File: config.mk
export PLATFORM = sky130hd
export DESIGN_NAME = xoshiro_range_random_core
export DESIGN_NICKNAME = d
export VERILOG_FILES = /design/src/design/xrr_pkg.sv /design/src/design/xrr_front.sv /design/src/design/xrr_queue.sv /design/src/design/xrr_back.sv /design/src/design/xoshiro_range_random_core.sv
export SDC_FILE = /design/constraint.sdc
export NUM_CORES = 2
export LEC_CHECK = 0
export ABC_AREA = 1
export BUFFER_PORTS_ARGS = -buffer_cell sky130_fd_sc_hd__buf_2
export CAP_MARGIN = 15
export CORE_MARGIN = 2
export CORE_UTILIZATION = 62
export CTS_CLUSTER_SIZE = 30
export DETAILED_ROUTE_END_ITERATION = 8
export PLACE_DENSITY = 0.81
export SKIP_CTS_REPAIR_TIMING = 1
export SLEW_MARGIN = 10
export SYNTH_ARGS = -nofsm -noshare
export SYNTH_HDL_FRONTEND = slang
export SYNTH_HIERARCHICAL = 1
export SYNTH_SLANG_ARGS = --single-unit
File: constraint.sdc
create_clock -name clk_i -period 9.4 [get_ports clk_i]
set_clock_uncertainty 0.2 [all_clocks]
set_input_delay 1.41 -clock clk_i [delete_from_list [all_inputs] [get_ports clk_i]]
set_output_delay 1.41 -clock clk_i [all_outputs]
set_load 0.01 [all_outputs]
File: src/design/xrr_pkg.sv
// ----------------------------------------------------------------------------
// xrr_pkg
// Types, constants and generator functions of the range random core.
// ----------------------------------------------------------------------------
package xrr_pkg;

  localparam int ValueW = 32;
  localparam int DiffW  = 33;
  localparam int WordW  = 64;

  localparam int SpreadRoundsDefault = 16;
  localparam int ReqQueueDepth       = 2;

  // Generator constants
  localparam int StateShift = 17;
  localparam int StateRot   = 45;
  localparam int OutRot     = 7;

  localparam logic [WordW-1:0] SeedWordOne = 64'h0000_0000_0000_00ff;

  // Configuration register indexes
  localparam int CfgIdxW = 1;
  localparam logic [CfgIdxW-1:0] CfgSeedFirst  = 1'b0;
  localparam logic [CfgIdxW-1:0] CfgSeedSecond = 1'b1;

  typedef logic [3:0][WordW-1:0] gen_state_t;

  // Loaded state before the spread rounds: word one is 0xff, the seeds are 0
  localparam gen_state_t ResetState = {64'd0, 64'd0, SeedWordOne, 64'd0};

  typedef enum logic [1:0] {
    REQ_DRAW   = 2'd0,
    REQ_FIXED  = 2'd1,
    REQ_RESEED = 2'd2
  } req_kind_e;

  typedef struct packed {
    req_kind_e             kind;
    logic [ValueW-1:0]     lo;
    logic [DiffW-1:0]      diff;
    logic [DiffW-1:0]      mask;
  } req_t;

  typedef enum logic [3:0] {
    ST_INIT   = 4'b0001,
    ST_IDLE   = 4'b0010,
    ST_DRAW   = 4'b0100,
    ST_SPREAD = 4'b1000
  } back_state_e;

  function automatic logic [WordW-1:0] rotl64(input logic [WordW-1:0] v, input int k);
    rotl64 = (v << k) | (v >> (WordW - k));
  endfunction

  function automatic logic [WordW-1:0] times5(input logic [WordW-1:0] v);
    times5 = v + {v[WordW-3:0], 2'b00};
  endfunction

  // One xoshiro256 state advance
  function automatic gen_state_t gen_step(input gen_state_t s);
    logic [WordW-1:0] w2;
    logic [WordW-1:0] w3;
    gen_state_t       n;
    w2   = s[2] ^ s[0];
    w3   = s[3] ^ s[1];
    n[0] = s[0] ^ w3;
    n[1] = s[1] ^ w2;
    n[2] = w2 ^ (s[1] << StateShift);
    n[3] = rotl64(w3, StateRot);
    gen_step = n;
  endfunction

endpackage

File: src/design/xrr_front.sv
// ----------------------------------------------------------------------------
// xrr_front
// Accepts requests, orders the bounds and computes span and mask.
// ----------------------------------------------------------------------------
module xrr_front (
  input  logic                            clk_i,
  input  logic                            rst_ni,
  input  logic                            in_valid_i,
  output logic                            in_ready_o,
  input  logic                            mode_i,
  input  logic signed [xrr_pkg::ValueW-1:0] bound_one_i,
  input  logic signed [xrr_pkg::ValueW-1:0] bound_two_i,
  output logic                            push_valid_o,
  input  logic                            push_ready_i,
  output xrr_pkg::req_t                   push_req_o
);

  logic                          hold_valid_q;
  xrr_pkg::req_kind_e            kind_q, kind_d;
  logic [xrr_pkg::ValueW-1:0]    lo_q, lo_d;
  logic [xrr_pkg::DiffW-1:0]     diff_q, diff_d;
  logic [xrr_pkg::DiffW-1:0]     mask;
  logic                          accept;
  logic signed [xrr_pkg::ValueW-1:0] lo_s, hi_s;

  assign in_ready_o = !hold_valid_q || push_ready_i;
  assign accept     = in_valid_i && in_ready_o;

  // Classify the request and take the exact span
  always_comb begin
    lo_s = (bound_one_i < bound_two_i) ? bound_one_i : bound_two_i;
    hi_s = (bound_one_i < bound_two_i) ? bound_two_i : bound_one_i;
    lo_d   = lo_s;
    diff_d = {hi_s[xrr_pkg::ValueW-1], hi_s} - {lo_s[xrr_pkg::ValueW-1], lo_s};
    if (mode_i) begin
      kind_d = xrr_pkg::REQ_RESEED;
      lo_d   = '0;
      diff_d = '0;
    end else if (bound_one_i == bound_two_i) begin
      kind_d = xrr_pkg::REQ_FIXED;
      lo_d   = bound_one_i;
      diff_d = '0;
    end else begin
      kind_d = xrr_pkg::REQ_DRAW;
    end
  end

  // Hold the valid flag of the staging register
  always_ff @(posedge clk_i or negedge rst_ni) begin
    if (!rst_ni) begin
      hold_valid_q <= 1'b0;
    end else if (in_ready_o) begin
      hold_valid_q <= in_valid_i;
    end
  end

  // Hold the classified request
  always_ff @(posedge clk_i) begin
    if (accept) begin
      kind_q <= kind_d;
      lo_q   <= lo_d;
      diff_q <= diff_d;
    end
  end

  // Smear the span into the smallest all-ones mask that covers it
  always_comb begin
    mask = diff_q;
    for (int k = 0; k < 6; k++) begin
      mask = mask | (mask >> (1 << k));
    end
  end

  assign push_valid_o    = hold_valid_q;
  assign push_req_o.kind = kind_q;
  assign push_req_o.lo   = lo_q;
  assign push_req_o.diff = diff_q;
  assign push_req_o.mask = mask;

endmodule

File: src/design/xrr_queue.sv
// ----------------------------------------------------------------------------
// xrr_queue
// Short request queue between the front and the back.
// ----------------------------------------------------------------------------
module xrr_queue (
  input  logic          clk_i,
  input  logic          rst_ni,
  input  logic          push_valid_i,
  output logic          push_ready_o,
  input  xrr_pkg::req_t push_req_i,
  output logic          pop_valid_o,
  input  logic          pop_ready_i,
  output xrr_pkg::req_t pop_req_o
);

  localparam int Depth = xrr_pkg::ReqQueueDepth;
  localparam int PtrW  = (Depth < 2) ? 1 : $clog2(Depth);
  localparam int CntW  = $clog2(Depth + 1);

  xrr_pkg::req_t   entries_q [Depth];
  logic [PtrW-1:0] wr_ptr_q, rd_ptr_q;
  logic [CntW-1:0] count_q;
  logic            push, pop;

  assign push_ready_o = (count_q != CntW'(Depth));
  assign pop_valid_o  = (count_q != '0);
  assign push         = push_valid_i && push_ready_o;
  assign pop          = pop_valid_o && pop_ready_i;
  assign pop_req_o    = entries_q[rd_ptr_q];

  // Advance pointers and fill count
  always_ff @(posedge clk_i or negedge rst_ni) begin
    if (!rst_ni) begin
      wr_ptr_q <= '0;
      rd_ptr_q <= '0;
      count_q  <= '0;
    end else begin
      if (push) begin
        wr_ptr_q <= (wr_ptr_q == PtrW'(Depth - 1)) ? '0 : wr_ptr_q + PtrW'(1);
      end
      if (pop) begin
        rd_ptr_q <= (rd_ptr_q == PtrW'(Depth - 1)) ? '0 : rd_ptr_q + PtrW'(1);
      end
      if (push && !pop) begin
        count_q <= count_q + CntW'(1);
      end else if (pop && !push) begin
        count_q <= count_q - CntW'(1);
      end
    end
  end

  // Store pushed requests
  always_ff @(posedge clk_i) begin
    if (push) begin
      entries_q[wr_ptr_q] <= push_req_i;
    end
  end

endmodule

File: src/design/xrr_back.sv
// ----------------------------------------------------------------------------
// xrr_back
// Generator state, rejection loop, reseed sequencer and result register.
// ----------------------------------------------------------------------------
module xrr_back #(
  parameter int SPREAD_ROUNDS = xrr_pkg::SpreadRoundsDefault
) (
  input  logic                              clk_i,
  input  logic                              rst_ni,
  input  logic                              req_valid_i,
  output logic                              req_ready_o,
  input  xrr_pkg::req_t                     req_i,
  input  logic [xrr_pkg::WordW-1:0]         seed_first_i,
  input  logic [xrr_pkg::WordW-1:0]         seed_second_i,
  output logic                              out_valid_o,
  input  logic                              out_ready_i,
  output logic signed [xrr_pkg::ValueW-1:0] value_o
);

  localparam int CntW = (SPREAD_ROUNDS < 1) ? 1 : $clog2(SPREAD_ROUNDS + 1);
  localparam int DiffW = xrr_pkg::DiffW;

  xrr_pkg::back_state_e        state_q, state_d;
  logic [CntW-1:0]             cnt_q, cnt_d;
  xrr_pkg::gen_state_t         gen_q, gen_d, gen_next;
  logic [xrr_pkg::WordW-1:0]   m5_q, m5_d;
  logic [xrr_pkg::WordW-1:0]   rot;
  logic [DiffW-1:0]            word;
  logic [DiffW-1:0]            masked;
  logic                        fits;
  logic [xrr_pkg::ValueW-1:0]  lo_q;
  logic [DiffW-1:0]            diff_q, mask_q;
  logic                        take;
  logic                        out_valid_q, out_valid_d;
  logic [xrr_pkg::ValueW-1:0]  value_q, value_d;
  logic                        load_value;
  logic                        slot_free;

  // Low bits of the scrambled output: rotl(s1 * 5, 7) * 9
  assign rot      = xrr_pkg::rotl64(m5_q, xrr_pkg::OutRot);
  assign word     = rot[DiffW-1:0] + {rot[DiffW-4:0], 3'b000};
  assign masked   = word & mask_q;
  assign fits     = (masked <= diff_q);
  assign gen_next = xrr_pkg::gen_step(gen_q);

  assign slot_free   = !out_valid_q || out_ready_i;
  assign req_ready_o = (state_q == xrr_pkg::ST_IDLE) && slot_free;
  assign take        = req_valid_i && req_ready_o;

  // Sequence requests through the generator
  always_comb begin
    state_d     = state_q;
    cnt_d       = cnt_q;
    gen_d       = gen_q;
    m5_d        = m5_q;
    out_valid_d = out_valid_q && !out_ready_i;
    value_d     = value_q;
    load_value  = 1'b0;
    unique case (state_q)
      xrr_pkg::ST_INIT: begin
        gen_d = gen_next;
        m5_d  = xrr_pkg::times5(gen_next[1]);
        cnt_d = cnt_q - CntW'(1);
        if (cnt_q == CntW'(1)) begin
          state_d = xrr_pkg::ST_IDLE;
        end
      end
      xrr_pkg::ST_IDLE: begin
        if (take) begin
          unique case (req_i.kind)
            xrr_pkg::REQ_FIXED: begin
              out_valid_d = 1'b1;
              value_d     = req_i.lo;
            end
            xrr_pkg::REQ_RESEED: begin
              gen_d[0] = seed_first_i;
              gen_d[1] = xrr_pkg::SeedWordOne;
              gen_d[2] = seed_second_i;
              gen_d[3] = '0;
              m5_d     = xrr_pkg::times5(xrr_pkg::SeedWordOne);
              if (SPREAD_ROUNDS == 0) begin
                out_valid_d = 1'b1;
                value_d     = '0;
              end else begin
                cnt_d   = CntW'(SPREAD_ROUNDS);
                state_d = xrr_pkg::ST_SPREAD;
              end
            end
            xrr_pkg::REQ_DRAW: begin
              load_value = 1'b1;
              state_d    = xrr_pkg::ST_DRAW;
            end
            default: begin
              out_valid_d = 1'b1;
              value_d     = '0;
            end
          endcase
        end
      end
      xrr_pkg::ST_DRAW: begin
        gen_d = gen_next;
        m5_d  = xrr_pkg::times5(gen_next[1]);
        if (fits) begin
          out_valid_d = 1'b1;
          value_d     = lo_q + masked[xrr_pkg::ValueW-1:0];
          state_d     = xrr_pkg::ST_IDLE;
        end
      end
      xrr_pkg::ST_SPREAD: begin
        gen_d = gen_next;
        m5_d  = xrr_pkg::times5(gen_next[1]);
        cnt_d = cnt_q - CntW'(1);
        if (cnt_q == CntW'(1)) begin
          out_valid_d = 1'b1;
          value_d     = '0;
          state_d     = xrr_pkg::ST_IDLE;
        end
      end
      default: begin
        state_d = xrr_pkg::ST_IDLE;
      end
    endcase
  end

  // Hold control and generator state
  always_ff @(posedge clk_i or negedge rst_ni) begin
    if (!rst_ni) begin
      state_q     <= (SPREAD_ROUNDS == 0) ? xrr_pkg::ST_IDLE : xrr_pkg::ST_INIT;
      cnt_q       <= CntW'(SPREAD_ROUNDS);
      gen_q       <= xrr_pkg::ResetState;
      m5_q        <= xrr_pkg::times5(xrr_pkg::SeedWordOne);
      out_valid_q <= 1'b0;
    end else begin
      state_q     <= state_d;
      cnt_q       <= cnt_d;
      gen_q       <= gen_d;
      m5_q        <= m5_d;
      out_valid_q <= out_valid_d;
    end
  end

  // Hold the draw operands and the result
  always_ff @(posedge clk_i) begin
    if (load_value) begin
      lo_q   <= req_i.lo;
      diff_q <= req_i.diff;
      mask_q <= req_i.mask;
    end
    value_q <= value_d;
  end

  assign out_valid_o = out_valid_q;
  assign value_o     = value_q;

endmodule

File: src/design/xoshiro_range_random_core.sv
// ----------------------------------------------------------------------------
// xoshiro_range_random_core
// Uniform random integers in an inclusive signed range from xoshiro256**.
// ----------------------------------------------------------------------------
// A request passes a front stage that orders the bounds and builds the span
// mask, then a two-entry queue, then the generator unit, which makes one
// generator step per cycle while it draws or spreads. The front stage and
// the queue each register a request before the generator unit sees it. A
// draw with equal bounds is answered without advancing the generator; any
// other draw loads its operands, then tries one candidate word per step, on
// average less than two, until a masked word fits the span. A reseed loads
// the seeds, runs SPREAD_ROUNDS spread rounds and returns 0. After reset
// the generator unit runs SPREAD_ROUNDS rounds of initial spread before it
// serves its first request; requests are accepted into the front stage and
// queue meanwhile. The user must write the seed registers on the
// configuration port only while the block is idle; it is not enforced.
module xoshiro_range_random_core #(
  parameter int SPREAD_ROUNDS = xrr_pkg::SpreadRoundsDefault
) (
  input  logic                               clk_i,
  input  logic                               rst_ni,
  input  logic                               cfg_we_i,
  input  logic [xrr_pkg::CfgIdxW-1:0]        cfg_index_i,
  input  logic [xrr_pkg::WordW-1:0]          cfg_wdata_i,
  input  logic                               in_valid_i,
  output logic                               in_ready_o,
  input  logic                               mode_i,
  input  logic signed [xrr_pkg::ValueW-1:0]  bound_one_i,
  input  logic signed [xrr_pkg::ValueW-1:0]  bound_two_i,
  output logic                               out_valid_o,
  input  logic                               out_ready_i,
  output logic signed [xrr_pkg::ValueW-1:0]  value_o
);

  logic [xrr_pkg::WordW-1:0] seed_first_q, seed_second_q;
  logic                      push_valid, push_ready;
  xrr_pkg::req_t             push_req;
  logic                      pop_valid, pop_ready;
  xrr_pkg::req_t             pop_req;

  // Write the seed registers
  always_ff @(posedge clk_i or negedge rst_ni) begin
    if (!rst_ni) begin
      seed_first_q  <= '0;
      seed_second_q <= '0;
    end else if (cfg_we_i) begin
      unique case (cfg_index_i)
        xrr_pkg::CfgSeedFirst:  seed_first_q  <= cfg_wdata_i;
        xrr_pkg::CfgSeedSecond: seed_second_q <= cfg_wdata_i;
        default: ;
      endcase
    end
  end

  xrr_front u_front (
    .clk_i        (clk_i),
    .rst_ni       (rst_ni),
    .in_valid_i   (in_valid_i),
    .in_ready_o   (in_ready_o),
    .mode_i       (mode_i),
    .bound_one_i  (bound_one_i),
    .bound_two_i  (bound_two_i),
    .push_valid_o (push_valid),
    .push_ready_i (push_ready),
    .push_req_o   (push_req)
  );

  xrr_queue u_queue (
    .clk_i        (clk_i),
    .rst_ni       (rst_ni),
    .push_valid_i (push_valid),
    .push_ready_o (push_ready),
    .push_req_i   (push_req),
    .pop_valid_o  (pop_valid),
    .pop_ready_i  (pop_ready),
    .pop_req_o    (pop_req)
  );

  xrr_back #(
    .SPREAD_ROUNDS (SPREAD_ROUNDS)
  ) u_back (
    .clk_i         (clk_i),
    .rst_ni        (rst_ni),
    .req_valid_i   (pop_valid),
    .req_ready_o   (pop_ready),
    .req_i         (pop_req),
    .seed_first_i  (seed_first_q),
    .seed_second_i (seed_second_q),
    .out_valid_o   (out_valid_o),
    .out_ready_i   (out_ready_i),
    .value_o       (value_o)
  );

endmodule

## Word level (Yosys, flattened, before mapping)

Memory sizes are Yosys's and may differ from the RTL's.
Index checks and enable logic that the tools add are counted.

- Word-level logic and storage cells: 131
- Memory bits (writable): 200
- Flip-flop bits (word level): 660
- Input port bits: 135
- Memories kept: 1

- Bitwise operators: 15
- Add/sub/neg operators: 9
- Order comparisons: 2
- Reductions and logical operators: 30
- Equality and inequality tests: 16
- Mux-type cells: 37

Memory list:

| name | depth | width | read ports | clocked after Yosys merged registers in | write ports | RTL line | source |
|---|---|---|---|---|---|---|---|
| u_queue.entries_q | 2 | 100 | 1 | 0 | 1 | xrr_queue.sv:20 | `xrr_pkg::req_t entries_q [Depth];` |

Operators with widths:

| cell | count |
|---|---|
| $mux W256 | 2 |
| $pmux W256 S2 | 1 |
| $xor A64 B64 Y64 | 5 |
| $mux W32 | 6 |
| $mux W64 | 2 |
| $pmux W64 S2 | 1 |
| $pmux W32 S3 | 1 |
| $add A64 B64 Y64 | 1 |
| $or A64 B45 Y64 | 1 |
| $pmux W32 S2 | 1 |
| $add A33 B33 Y33 | 1 |
| $and A33 B33 Y33 | 1 |
| $le A33 B33 Y1 | 1 |
| $or A33 B1 Y33 | 1 |
| $or A33 B17 Y33 | 1 |
| $or A33 B25 Y33 | 1 |
| $or A33 B29 Y33 | 1 |
| $or A33 B31 Y33 | 1 |
| $or A33 B32 Y33 | 1 |
| $or A33 B7 Y33 | 1 |
| $sub A32 B32 Y33 | 1 |
| $add A32 B32 Y32 | 1 |
| $eq A32 B32 Y1 | 1 |
| $lt A32 B32 Y1 | 1 |
| other kinds (35) | 74 |

## Logic depth before layout (Yosys ltp)

- Depth in word-level cells: 7
- Mapped depth: 31

## Hierarchy

Netlist, hierarchy kept.

By module, submodules not included:

| module | area an instance (µm²) | cells each | times used |
|---|---|---|---|
| xrr_back | 26300.2 | 3161 | 1 |
| xrr_queue | 7543.5 | 551 | 1 |
| xrr_front | 6454.9 | 1014 | 1 |
| xoshiro_range_random_core | 5143.7 | 555 | 1 |

## Worst setup path after synthesis

OpenSTA, ideal clock, no wires.

- Kind: input to register
- From: in out_ready_i
- To: reg u_back.diff_q[0], enable pin
- Buffers on the path: 0
- Cell stages on the path: 4
- Arrival time: 5.750 ns
- Setup slack: 2.895 ns
- Library setup time: 0.555 ns
- Path through: nor2_1 -> nor2_4 -> nand2_2 -> nor2_1

- Cells in the longest elaborated chain, start to end: 5

RTL lines:

| element | RTL line | source |
|---|---|---|
| start, declared | xoshiro_range_random_core.sv:31 | `input logic out_ready_i,` |
| $logic_or A1 B1 Y1 | xrr_back.sv:46 | `assign slot_free = !out_valid_q \|\| out_ready_i;` |
| $logic_and A1 B1 Y1 | xrr_back.sv:47 | `assign req_ready_o = (state_q == xrr_pkg::ST_IDLE) && slot_free;` |
| net pop_ready | xoshiro_range_random_core.sv:38 | `logic pop_valid, pop_ready;` |
| $logic_and A1 B1 Y1 | xrr_back.sv:48 | `assign take = req_valid_i && req_ready_o;` |
| $mux W1 | xrr_back.sv:69 | `if (take) begin` |
| $mux W1 | xrr_back.sv:59 | `unique case (state_q)` |
| net u_back.load_value | xrr_back.sv:36 | `logic load_value;` |
| end signal, assigned | xrr_back.sv:146 | `diff_q <= req_i.diff;` |
| end, declared | xrr_back.sv:32 | `logic [DiffW-1:0] diff_q, mask_q;` |

The timed path passes the listed nets, and every way through them passes these cells.
A chain may end at the register's enable or synchronous reset.

==> impl_metrics.py <==
metrics = {
    "status": {
        "status": "complete, no violations",
    },
    "die": {
        "die_h_um": 274.7,
        "initial_core_util": 0.6250,
        "die-area_um2": 75480,
        "rows": 99,
        "core_area_um2": 72710,
        "fp.dieW_um": 274.7,
        "ios": 169,
    },
    "synthesis": {
        "synthDistinctLibCells": 66,
        "netlist_area_um2": 45440,
        "synth_area_leader_cell": "edfxtp_1",
        "synthCells": 5281,
        "synth_top_area_frac": 0.2623,
        "synth_edf_count": 397,
        "seq_area_frac_synth": 0.4996,
        "synth_warnings": 6,
        "synth_flop_cell": "dfrtp_1",
        "avgSynthCellArea_um2": 8.605,
        "synthTopCellsByArea": "edfxtp_1 (26%), dfrtp_1 (23%), nand2_1 (13%)",
        "synth-seq-cells": 827,
        "synthArstFlopShare": 0.5200,
        "synth.net_count": 5607,
    },
    "placed_design": {
        "dp.cells": 6268,
        "dpl.hpwl_um": 91990,
        "io_buffers": 168,
        "placed_area_um2": 46770,
        "place.gp.congestion": 0.9926,
    },
    "sta": {
        "slew_viol_final": 0,
        "hold_violations": 0,
        "min_period_over_period": 0.6138,
        "tightest_slew_ps": 1055,
        "fin_crit_ps": 5770,
        "rsz0062_at_grt": "false",
        "slew_headroom": 0.2970,
        "setup_violations": 0,
        "max_clock_freq_ghz": 0.1733,
        "fin_setup_tns_ps": 0,
    },
    "worst_setup_path": {
        "critPathRequiredTime_ps": 9480,
        "cp.arrival_ps": 5850,
        "end_kind": "flop",
        "setup.worst_path.start_class": "flop",
        "crit_fanout": 32,
        "critical_path_class": "flop to flop",
    },
    "final_layout": {
        "drive_gt1_frac": 0.08926,
        "fin_nets": 5724,
        "final_cell_count_no_fill": 6426,
        "area_growth_syn_to_layout_pct": 9.293,
        "finalInstanceArea_um2": 49670,
        "n_fill_cell": 5645,
        "insertedDiodeCount": 0,
    },
    "grt": {
        "antenna_found_initial": 3,
        "grt.overflow.total": 0,
        "grt_pass1_vias": 34836,
        "grt_max_degree": 205,
        "grt_pass1_wl_um": 195300,
        "track_usage": 0.3373,
    },
    "drt": {
        "routed_wirelength_um": 128000,
        "ant_nets": 0,
        "viasPerCell": 5.764,
        "dr.pass1.iters": 9,
        "drt-initial-drc-count": 4510,
        "vias": 37042,
        "drcViolationCount": 0,
        "wl_per_cell_um": 19.91,
    },
    "cts": {
        "clkSlewWorstSetupHoldPaths_ps": 60,
        "cts_tree": "yes",
        "htreeDepth": 3,
        "worst_skew_pair.late_latency_ps": 640,
        "clock-sinks": 827,
        "cts_buffers": 87,
        "clockRootBuffer": "clkbuf_16",
        "clk_path_buf_depth": 3,
    },
    "worst_hold_path": {
        "hold_class": "flop to flop",
    },
    "run": {
        "max_cap_violations": 0,
    },
}
## final timing paths
check,startpoint,slack [ps],end,cells past startpoint
worst min register to register,u_front/lo_q[14],230,u_queue/entries_q[0][80],0
worst max-delay path,u_back/gen_q[64],3630,u_back/value_o[19],21
worst min-delay path,u_front/lo_q[14],230,u_queue/entries_q[0][80],0
worst max register to register,u_back/gen_q[64],3630,u_back/value_o[19],21
max in group asynchronous,rst_ni,6390,seed_first_q[11],3
min in group asynchronous,rst_ni,490,u_back/m5_q[59],1
## metrics by stage
stage	util	hold slack (ps)	setup slack, ps
floorplan	-	221.5	2895
global placement	0.6432	222.1	3773
detailed placement	0.6432	229.0	3745
CTS	0.6830	231.3	3725
global route	0.6830	246.4	3331
finish	0.6830	228.3	3630
## per-layer routing
metal  GRT usage  share of wire  vias up
li1            -              -    17612
met1      0.4856           0.43    17588
met2      0.4881           0.43     1599
met3      0.1028           0.11      241
met4      0.1088          0.032        2
met5     0.01378         0.0011        -
## registers in the layout (all words and copies together), names as in the netlist, 2 cells and up
register,cells
u_back/gen_q,256
u_front/kind_q,2
u_front/lo_q,32
u_back/lo_q,32
u_back/state_q,4
seed_second_q,64
u_back/cnt_q,5
u_queue/entries_q,200
u_back/value_o,32
u_back/mask_q,33
u_front/diff_q,33
u_back/diff_q,33
u_queue/count_q,2
u_back/m5_q,31
seed_first_q,64
## placed cells by master (no fill, tap or decap), types with 20 or more instances in the layout
master | synthesis | layout
buf_2 | 56 | 166
o22ai_1 | 92 | 92
nand2_2 | 23 | 22
nor3_1 | 32 | 32
a21oi_1 | 326 | 325
nand2_1 | 1632 | 1632
a31oi_1 | 75 | 75
edfxtp_1 | 397 | 397
o21ai_0 | 180 | 180
clkbuf_1 | 54 | 21
or2_2 | 54 | 54
ha_1 | 188 | 188
xnor2_1 | 115 | 115
xor2_1 | 148 | 148
nand3_1 | 266 | 266
o21a_1 | 20 | 20
clkbuf_16 | 0 | 91
nor2_1 | 316 | 313
a211oi_1 | 45 | 45
buf_4 | 25 | 26
dfrtp_1 | 414 | 413
inv_1 | 586 | 585
nand4_1 | 25 | 25
## Yosys cell counts, types with 20 or more instances
master       n
a211oi_1    45
a21oi_1    326
a31oi_1     75
buf_2       56
buf_4       25
buf_6       30
clkbuf_1    54
dfrtp_1    414
edfxtp_1   397
ha_1       188
inv_1      586
nand2_1   1632
nand2_2     23
nand3_1    266
nand4_1     25
nor2_1     316
nor3_1      32
o21a_1      20
o21ai_0    180
o22ai_1     92
or2_2       54
xnor2_1    115
xor2_1     148
## worst max-delay path, cell delays in order (launching register included)
cell and delay, ps:
dfstp_2 640, ha_1 300, a21oi_1 160, o21a_1 160, o211ai_2 110, a21oi_1 320
o21ai_0 190, a21boi_0 340, inv_1 150, nand2_1 80, nand2_1 60, nand2_1 60
nand2_1 50, nor2_1 370, ha_1 220, nand2_1 70, nor4_1 510, nand4_1 330
nand3_2 210, o2111ai_1 150, inv_1 190, buf_4 460
## kinds of logic after synthesis
group / synth area share
AO/OA/AOI/OAI: 0.1024
XOR/XNOR: 0.05069
adder cells (fa/ha/maj): 0.05309
buffers and inverters: 0.07217
flip-flops: 0.4996
AND/OR/NAND/NOR: 0.2221
## layout make-up
type | count | area [µm²] | share of cell area
well taps | 959 | 1200 | 0.02416
flip-flops and latches | 827 | 22700 | 0.4571
multi-input cells | 3685 | 19500 | 0.3926
clock buffers | 127 | 2562 | 0.05159
repair buffers | 196 | 1101 | 0.02217
clock inverters | 31 | 335.3 | 0.006752
inverters | 601 | 2263 | 0.04557
Power is left out: the tool's default activity adds up to more than one toggle a clock period on the data nets, which glitch-free logic cannot reach.
